$ cat src/hdl/arh_pkg.sv
// Shared types and constants for the airflow relay hysteresis block.
package arh_pkg;

  // Fixed field widths
  localparam int RawW    = 16;
  localparam int ThrW    = 12;
  localparam int DelayW  = 32;
  localparam int DeltaW  = 12;
  localparam int ApbDw   = 32;
  localparam int ApbAw   = 4;

  // Saturation limits of the reported delta
  localparam int DeltaMax = 2047;
  localparam int DeltaMin = -2048;

  // Register reset values
  localparam logic signed [ThrW-1:0] OnThrRst    = 12'sd5;
  localparam logic signed [ThrW-1:0] OffThrRst   = 12'sd1;
  localparam logic [DelayW-1:0]      OffDelayRst = 32'd60000;

  // Item kinds
  typedef enum logic {
    OP_SAMPLE = 1'b0,
    OP_TICK   = 1'b1
  } op_e;

  // Register indexes (word address bits)
  typedef enum logic [1:0] {
    REG_ON_THR    = 2'd0,
    REG_OFF_THR   = 2'd1,
    REG_OFF_DELAY = 2'd2
  } reg_idx_e;

  // One result word
  typedef struct packed {
    logic                     relay_on;
    logic                     calibrated;
    logic                     fault;
    logic                     read_error;
    logic signed [DeltaW-1:0] delta_pa;
  } result_t;

endpackage

$ cat src/hdl/airflow_relay_hysteresis_top.sv
// Airflow relay: sample scaling, baseline calibration, hysteresis with off-delay.
//
//  channel | direction | handshake              | payload
//  --------+-----------+------------------------+-------------------------------------
//  in      | in        | in_valid_i / in_stall_o | operation_i, raw_sample_i, read_ok_i
//  out     | out       | out_valid_o/out_stall_i | relay_on_o, calibrated_o, fault_o,
//          |           |                        | read_error_o, delta_pa_o
//  cfg     | in        | APB psel/penable/pready | paddr, pwdata, prdata
//
// One word is taken per cycle while in_stall_o is low; each word passes the input register,
// the scaling multiply register and the relay state update into the result register.
// The relay state update closes on itself each cycle, which sets the one-word-per-cycle rate.
// Reset clears all control state and loads the register defaults; no clearing pass.
// A stall on the output backs up through the three stages; empty stages are filled first.
module airflow_relay_hysteresis_top #(
  parameter int CAL_SAMPLES   = 10,
  parameter int SCALE_DIVISOR = 60
) (
  input  logic                              clk_i,
  input  logic                              rst_ni,
  // Input channel
  input  logic                              in_valid_i,
  output logic                              in_stall_o,
  input  arh_pkg::op_e                      operation_i,
  input  logic signed [arh_pkg::RawW-1:0]   raw_sample_i,
  input  logic                              read_ok_i,
  // Output channel
  output logic                              out_valid_o,
  input  logic                              out_stall_i,
  output logic                              relay_on_o,
  output logic                              calibrated_o,
  output logic                              fault_o,
  output logic                              read_error_o,
  output logic signed [arh_pkg::DeltaW-1:0] delta_pa_o,
  // Configuration port
  input  logic                              psel,
  input  logic                              penable,
  input  logic                              pwrite,
  input  logic [arh_pkg::ApbAw-1:0]         paddr,
  input  logic [arh_pkg::ApbDw-1:0]         pwdata,
  output logic [arh_pkg::ApbDw-1:0]         prdata,
  output logic                              pready
);
  import arh_pkg::*;

  // Derived widths: largest pascal magnitude, calibration sum and counter
  localparam int PaMax  = 32768 / SCALE_DIVISOR;
  localparam int PaW    = $clog2(PaMax + 1) + 1;
  localparam int SumW   = $clog2(PaMax * CAL_SAMPLES + 1) + 1;
  localparam int CntW   = $clog2(CAL_SAMPLES + 1);
  localparam int DiffW  = (PaW + 1 > DeltaW + 1) ? PaW + 1 : DeltaW + 1;

  // Reciprocal for the sample scaling: exact for magnitudes below 2^RawW
  localparam int                SclShift = RawW + $clog2(SCALE_DIVISOR);
  localparam longint unsigned   SclRecipL =
    ((64'd1 << SclShift) + SCALE_DIVISOR - 1) / SCALE_DIVISOR;
  localparam logic [SclShift:0] SclRecip = SclRecipL[SclShift:0];
  localparam int                SclPw    = RawW + SclShift + 1;

  // Reciprocal for the baseline average: exact for magnitudes below 2^SumW
  localparam int                AvgShift = SumW + $clog2(CAL_SAMPLES);
  localparam longint unsigned   AvgRecipL =
    ((64'd1 << AvgShift) + CAL_SAMPLES - 1) / CAL_SAMPLES;
  localparam logic [AvgShift:0] AvgRecip = AvgRecipL[AvgShift:0];
  localparam int                AvgPw    = SumW + AvgShift + 1;

  // ---------------------------------------------------------------------------
  // Configuration registers
  // ---------------------------------------------------------------------------
  logic signed [ThrW-1:0] on_thr_q, off_thr_q;
  logic [DelayW-1:0]      off_delay_q;
  logic                   cfg_wr;
  reg_idx_e               cfg_idx;

  assign pready  = 1'b1;
  assign cfg_wr  = psel & penable & pwrite & pready;
  assign cfg_idx = reg_idx_e'(paddr[3:2]);

  // Write the addressed register; ignore unused addresses
  always_ff @(posedge clk_i or negedge rst_ni) begin
    if (!rst_ni) begin
      on_thr_q    <= OnThrRst;
      off_thr_q   <= OffThrRst;
      off_delay_q <= OffDelayRst;
    end else if (cfg_wr) begin
      unique case (cfg_idx)
        REG_ON_THR:    on_thr_q    <= pwdata[ThrW-1:0];
        REG_OFF_THR:   off_thr_q   <= pwdata[ThrW-1:0];
        REG_OFF_DELAY: off_delay_q <= pwdata[DelayW-1:0];
        default: ;
      endcase
    end
  end

  // Return the addressed register
  always_comb begin
    unique case (cfg_idx)
      REG_ON_THR:    prdata = ApbDw'(on_thr_q);
      REG_OFF_THR:   prdata = ApbDw'(off_thr_q);
      REG_OFF_DELAY: prdata = ApbDw'(off_delay_q);
      default:       prdata = '0;
    endcase
  end

  // ---------------------------------------------------------------------------
  // Pipeline flow control
  // ---------------------------------------------------------------------------
  logic in_valid_q, pa_valid_q, out_valid_q;
  logic out_free, pa_free, in_free;
  logic in_accept, in_move, pa_move;

  assign out_free   = !out_valid_q || !out_stall_i;
  assign pa_move    = pa_valid_q && out_free;
  assign pa_free    = !pa_valid_q || out_free;
  assign in_move    = in_valid_q && pa_free;
  assign in_free    = !in_valid_q || pa_free;
  assign in_stall_o = !in_free;
  assign in_accept  = in_valid_i && in_free;

  // Advance the valid bits
  always_ff @(posedge clk_i or negedge rst_ni) begin
    if (!rst_ni) begin
      in_valid_q  <= 1'b0;
      pa_valid_q  <= 1'b0;
      out_valid_q <= 1'b0;
    end else begin
      in_valid_q  <= in_accept || (in_valid_q && !in_move);
      pa_valid_q  <= in_move || (pa_valid_q && !pa_move);
      out_valid_q <= pa_move || (out_valid_q && out_stall_i);
    end
  end

  // ---------------------------------------------------------------------------
  // Stage 1: input register
  // ---------------------------------------------------------------------------
  op_e                    in_op_q;
  logic signed [RawW-1:0] in_raw_q;
  logic                   in_ok_q;

  always_ff @(posedge clk_i) begin
    if (in_accept) begin
      in_op_q  <= operation_i;
      in_raw_q <= raw_sample_i;
      in_ok_q  <= read_ok_i;
    end
  end

  // ---------------------------------------------------------------------------
  // Stage 2: scale raw word to pascals, truncating toward zero
  // ---------------------------------------------------------------------------
  logic                  raw_neg;
  logic [RawW-1:0]       raw_mag;
  logic [SclPw-1:0]      scl_prod;
  logic [RawW-1:0]       scl_quo;
  logic signed [PaW-1:0] pa_scaled;

  always_comb begin
    raw_neg   = in_raw_q[RawW-1];
    raw_mag   = raw_neg ? RawW'(-in_raw_q) : RawW'(in_raw_q);
    scl_prod  = SclPw'(raw_mag) * SclPw'(SclRecip);
    scl_quo   = scl_prod[SclShift +: RawW];
    pa_scaled = raw_neg ? -$signed(PaW'(scl_quo)) : $signed(PaW'(scl_quo));
  end

  op_e                   pa_op_q;
  logic signed [PaW-1:0] pa_val_q;
  logic                  pa_ok_q;

  always_ff @(posedge clk_i) begin
    if (in_move) begin
      pa_op_q  <= in_op_q;
      pa_val_q <= pa_scaled;
      pa_ok_q  <= in_ok_q;
    end
  end

  // ---------------------------------------------------------------------------
  // Stage 3: calibration and relay state
  // ---------------------------------------------------------------------------
  logic                   relay_q, relay_d;
  logic                   timing_q, timing_d;
  logic [DelayW-1:0]      low_q, low_d;
  logic signed [PaW-1:0]  base_q, base_d;
  logic signed [SumW-1:0] sum_q, sum_d;
  logic [CntW-1:0]        cnt_q, cnt_d;
  logic                   done_q, done_d;
  logic                   fault_q, fault_d;

  logic signed [SumW-1:0]  sum_next;
  logic [CntW-1:0]         cnt_next;
  logic                    sum_neg;
  logic [SumW-1:0]         sum_mag;
  logic [AvgPw-1:0]        avg_prod;
  logic [PaW-1:0]          avg_quo;
  logic signed [PaW-1:0]   base_avg;
  logic signed [DiffW-1:0] diff_w, diff_sat;
  logic signed [DeltaW-1:0] delta;
  logic                    rd_err;
  logic signed [DeltaW-1:0] delta_res;

  // Form the running sum and its average for the last calibration sample
  always_comb begin
    sum_next = sum_q + SumW'(pa_val_q);
    cnt_next = cnt_q + 1'b1;
    sum_neg  = sum_next[SumW-1];
    sum_mag  = sum_neg ? SumW'(-sum_next) : SumW'(sum_next);
    avg_prod = AvgPw'(sum_mag) * AvgPw'(AvgRecip);
    avg_quo  = avg_prod[AvgShift +: PaW];
    base_avg = sum_neg ? -$signed(avg_quo) : $signed(avg_quo);
  end

  // Take the difference from the baseline and clamp it to the delta range
  always_comb begin
    diff_w = DiffW'(pa_val_q) - DiffW'(base_q);
    if (diff_w > DiffW'(DeltaMax)) begin
      diff_sat = DiffW'(DeltaMax);
    end else if (diff_w < DiffW'(DeltaMin)) begin
      diff_sat = DiffW'(DeltaMin);
    end else begin
      diff_sat = diff_w;
    end
    delta = $signed(diff_sat[DeltaW-1:0]);
  end

  // Update state for the word leaving stage 2
  always_comb begin
    relay_d   = relay_q;
    timing_d  = timing_q;
    low_d     = low_q;
    base_d    = base_q;
    sum_d     = sum_q;
    cnt_d     = cnt_q;
    done_d    = done_q;
    fault_d   = fault_q;
    rd_err    = 1'b0;
    delta_res = '0;
    if (pa_move) begin
      unique case (pa_op_q)
        OP_TICK: begin
          // Count low time, holding at the top
          if (timing_q && (low_q != '1)) begin
            low_d = low_q + 1'b1;
          end
        end
        OP_SAMPLE: begin
          priority if (!pa_ok_q) begin
            rd_err = 1'b1;
            if (!done_q) begin
              fault_d = 1'b1;
            end
          end else if (!done_q) begin
            if (!fault_q) begin
              sum_d = sum_next;
              cnt_d = cnt_next;
              if (cnt_next >= CntW'(CAL_SAMPLES)) begin
                base_d = base_avg;
                done_d = 1'b1;
              end
            end
          end else begin
            delta_res = delta;
            priority if (!relay_q) begin
              if (delta >= on_thr_q) begin
                relay_d  = 1'b1;
                timing_d = 1'b0;
                low_d    = '0;
              end
            end else if (delta < off_thr_q) begin
              priority if (!timing_q) begin
                timing_d = 1'b1;
                low_d    = '0;
              end else if (low_q >= off_delay_q) begin
                relay_d  = 1'b0;
                timing_d = 1'b0;
                low_d    = '0;
              end
            end else begin
              timing_d = 1'b0;
              low_d    = '0;
            end
          end
        end
        default: ;
      endcase
    end
  end

  // Hold the block state
  always_ff @(posedge clk_i or negedge rst_ni) begin
    if (!rst_ni) begin
      relay_q  <= 1'b0;
      timing_q <= 1'b0;
      low_q    <= '0;
      base_q   <= '0;
      sum_q    <= '0;
      cnt_q    <= '0;
      done_q   <= 1'b0;
      fault_q  <= 1'b0;
    end else begin
      relay_q  <= relay_d;
      timing_q <= timing_d;
      low_q    <= low_d;
      base_q   <= base_d;
      sum_q    <= sum_d;
      cnt_q    <= cnt_d;
      done_q   <= done_d;
      fault_q  <= fault_d;
    end
  end

  // Result register
  result_t out_res_q;

  always_ff @(posedge clk_i) begin
    if (pa_move) begin
      out_res_q.relay_on   <= relay_d;
      out_res_q.calibrated <= done_d;
      out_res_q.fault      <= fault_d;
      out_res_q.read_error <= rd_err;
      out_res_q.delta_pa   <= delta_res;
    end
  end

  assign out_valid_o  = out_valid_q;
  assign relay_on_o   = out_res_q.relay_on;
  assign calibrated_o = out_res_q.calibrated;
  assign fault_o      = out_res_q.fault;
  assign read_error_o = out_res_q.read_error;
  assign delta_pa_o   = out_res_q.delta_pa;

  // ---------------------------------------------------------------------------
  // Assertions
  // ---------------------------------------------------------------------------
  // The relay can only be driven after the baseline is formed
  a_relay_needs_cal: assert property (@(posedge clk_i) disable iff (!rst_ni)
    relay_q |-> done_q)
    else $error("relay on before calibration");

  // Off-delay timing runs only while the relay is on
  a_timing_needs_relay: assert property (@(posedge clk_i) disable iff (!rst_ni)
    timing_q |-> relay_q)
    else $error("off-delay timing with relay off");

  // A fault during calibration freezes calibration until reset
  a_fault_freezes_cal: assert property (@(posedge clk_i) disable iff (!rst_ni)
    (fault_q && !done_q) |=> (fault_q && !done_q))
    else $error("calibration advanced after fault");

  // Input backs up only when every stage is full and the output is stalled
  a_stall_full: assert property (@(posedge clk_i) disable iff (!rst_ni)
    in_stall_o |-> (in_valid_q && pa_valid_q && out_valid_q && out_stall_i))
    else $error("input stalled with room in the pipeline");

  // A failed read reports no delta
  a_err_zero_delta: assert property (@(posedge clk_i) disable iff (!rst_ni)
    (out_valid_o && read_error_o) |-> (delta_pa_o == '0))
    else $error("nonzero delta on failed read");

endmodule
$ cat config.mk
export PLATFORM = sky130hd
export DESIGN_NAME = airflow_relay_hysteresis_top
export DESIGN_NICKNAME = d
export VERILOG_FILES = /design/src/hdl/arh_pkg.sv /design/src/hdl/airflow_relay_hysteresis_top.sv
export SDC_FILE = /design/constraint.sdc
export NUM_CORES = 1
export LEC_CHECK = 0
export BUFFER_PORTS_ARGS = -buffer_cell sky130_fd_sc_hd__buf_4
export CAP_MARGIN = 20
export CORE_MARGIN = 2
export CORE_UTILIZATION = 35
export CTS_CLUSTER_SIZE = 16
export DETAILED_ROUTE_END_ITERATION = 8
export PLACE_DENSITY = 0.55
export SETUP_SLACK_MARGIN = 0.2
export SYNTH_ARGS = -nofsm -noshare
export SYNTH_HDL_FRONTEND = slang
export SYNTH_SLANG_ARGS = --single-unit
$ cat constraint.sdc
create_clock -name clk_i -period 9 [get_ports clk_i]
set_input_delay 0.45 -clock clk_i [delete_from_list [all_inputs] [get_ports clk_i]]
set_output_delay 0.45 -clock clk_i [all_outputs]
set_load 0.1 [all_outputs]
==> run metrics <==
Yosys top cell area share 0.2072; post-CTS clock slew at the launch and capture registers of the worst setup and hold paths 0.07 ns; multiplexer fraction of the synthesized cell area 0.04304; area of the die 50960 µm²; floorplan die height 225.7 µm; least setup slack across all paths after layout -0.1153 ns; pre-CTS setup slack -0.2212 ns; Port Buffers 108; Critical path buffers and inverters 6; clock tree sinks 171; count of pins over their slew limit 0; XOR/XNOR Fraction of Synth Area 0.04784; CTS H-Tree Depth 4; Worst Path Arrival 9.45 ns; start-to-end type of the worst setup path register to register; post-synthesis compound-gate area fraction 0.1371; simple-gate area share of the yosys netlist 0.1361; largest net degree at the start of global routing 72; root buffer cell clkbuf_16; synth top area cells ha_1 (21%), dfrtp_1 (17%), fa_1 (9.5%); first drt pass iteration count 5; Horiz. Die Dim 225.7 µm; DRT met1 WL 20.98 mm; warning count from the yosys run 0; Least-Margin Pin Slew 1.044 ns; Overall Global Routing Usage 0.1771; Main synth FF type dfrtp_1; clock latency on the worst-skew pair 0.46 ns; wire length of the first global-routing pass 71.96 mm; setup repair after global routing missed its margin yes; number of global-route vias before repair 14030; max-capacitance violation count 0; Clock Skew 0.01591 ns; cell with the most instances after synthesis ha_1; Post-Synthesis Net Count 2263; cell class contributing the biggest share of worst-path delay adder cells; post-route cell area 20770 µm²; Synth async-reset ratio 0.7251; setup TNS after final layout -0.3820 ns; DR vias 13620; number of rows created at floorplan 81; area added between synthesis and finish 20.72%; Netlist cell types 88; required time at the worst-slack endpoint 9.33 ns; final setup violation count 7; initial core utilization 0.3530; headroom to the max-slew limit 0.3024; ratio of cells with drive above 1 in the final layout 0.2135; portion of the clock cycle consumed by the worst path in the final layout 1.013; cell area reported after detailed placement 19710 µm²; count of pins on the block boundary 112; number of enable-type register cells in the synthesized netlist 47; post-layout min period 9.115 ns; adder and majority cell fraction of the synthesized area 0.3026; overflow left after global routing 0; Slowest Stage Delay on Critical Path 0.55 ns; Post-Route WL 43.58 mm; violations in the final reports negative setup slack; flops & latches, synth 171; class of the tightest hold or removal check input port to asynchronous set/reset pin; upper clock frequency limit 0.1097 GHz; total length of routed met3 wires 1.183 mm; result of the run finished with violations; CP endpoint kind register; top cell type by total area after synthesis ha_1; Util after Layout 0.4262; number of remaining DRC errors 0; number of cells produced by synthesis 1835; leading post-synthesis cells by instance count ha_1 (285), inv_1 (267), nand2_1 (138); final hold violation count 0; drt first-iter violations 517; TritonCTS clock tree built; final layout net count 2481; met2 wire length 20.99 mm; total CTS buffers 17; core area 48750 µm²; slowest stage cell on the critical path fa_1; antenna violation net count after detailed routing 0; Post-Syn Area 17210 µm²; average detailed-routed wire length per instance 15.96 µm; sequential share of the synthesized area 0.2631; detailed-placement wirelength estimate 35.77 mm; category of the worst setup path launch point register; placer congestion estimate 0.8351; initial antenna violation count 0; synthesized area divided by synthesized cell count 9.378 µm²; antenna cell count 0; max layer used met4; via count normalized by instance count 4.988; number of buffers between clock root and the deepest sink 2; dominant combinational cell family by area after synthesis adder cells; largest fanout of any net on the critical path 4
==> worst paths after layout <==
kind / start / to / slack (ns) / cells past startpoint
max in group asynchronous: rst_ni / off_delay_q[26]$_DFFE_PN0P_ / 7.56 / 2
setup reg to reg: pa_val_q[0]$_DFFE_PP_ / base_q[10]$_DFFE_PN0P_ / -0.12 / 39
setup / recovery: pa_val_q[0]$_DFFE_PP_ / base_q[10]$_DFFE_PN0P_ / -0.12 / 39
hold / removal: rst_ni / off_thr_q[9]$_DFFE_PN0P_ / 0.14 / 1
hold reg to reg: in_ok_q$_DFFE_PP_ / pa_ok_q$_DFFE_PP_ / 0.43 / 0
min in group clk_i: raw_sample_i[11] / in_raw_q[11]$_DFFE_PP_ / 0.17 / 1
==> state kept, by name (all words and copies together), names as in the netlist, 4 cells and up <==
signal,cells
low_q,32
pa_val_q,11
on_thr_q,12
off_thr_q,12
cnt_q,4
in_raw_q,16
sum_q,14
delta_pa_o,12
off_delay_q,32
base_q,11
==> through the flow <==
stage	hold slack, ns	std cells
2_1_floorplan	0.1544	1835
3_3_place_gp	0.4090	2684
6_report	0.1403	2730
4_1_cts	0.1443	2725
3_5_place_dp	0.4173	2685
5_1_grt	0.1515	2730
==> per-layer routing <==
metal  vias to the layer above  track usage
li1                       6806            -
met1                      6575       0.2379
met2                       209       0.3060
met3                        27      0.02004
met4                         0      0.03739
met5                         -            0
==> timing repair <==
item	in CTS	in global routing
pin swaps	30	34
endpoints found under the setup margin	10	10
buffers inserted	8	5
hold buffers	0	0
hold endpoints to repair	0	0
resized for setup	46	24
==> final cells by class <==
type,instances,area [µm²]
clock buffer,18,450.4
clock inverter,14,152.6
tap,664,830.8
inverter,267,1002
timing repair buffer,244,1862
fill,4739,27970
multi-input combinational,1352,11950
sequential,171,4527
==> cells in the final DEF, fill, tap and decap left out, types with 8 or more instances in the layout <==
| master | instances |
|---|---|
| ha_1 | 280 |
| o21a_1 | 10 |
| dfstp_2 | 10 |
| or4_1 | 12 |
| nand4_1 | 24 |
| fa_1 | 77 |
| and3_1 | 18 |
| clkbuf_16 | 18 |
| dfrtp_1 | 114 |
| or2_2 | 8 |
| inv_1 | 262 |
| and2_1 | 16 |
| or3_1 | 11 |
| xnor2_1 | 52 |
| a21o_1 | 52 |
| nand2b_1 | 16 |
| nor3_1 | 22 |
| mux2i_1 | 20 |
| edfxtp_1 | 47 |
| nand2_1 | 136 |
| a31oi_1 | 9 |
| buf_4 | 237 |
| a21oi_1 | 109 |
| nor2b_1 | 15 |
| nand3_1 | 32 |
| o21ai_0 | 77 |
| nor2_1 | 84 |
| mux2_2 | 48 |
| o31ai_1 | 16 |
| xor2_1 | 32 |
==> logic make-up (layout without fill, tap and decap cells) <==
family | Yosys count | count (layout)
muxes | 68 | 68
xor gates and xnor gates | 94 | 94
DFF | 171 | 171
buffers and inverters | 312 | 543
and+or+nand+nor | 459 | 459
other | 1 | 1
adders and majority gates | 367 | 367
AOI/OAI and AO/OA | 363 | 363
Power is left out: the tool's default activity adds up to more than one toggle a clock period on the data nets, which glitch-free logic cannot reach.
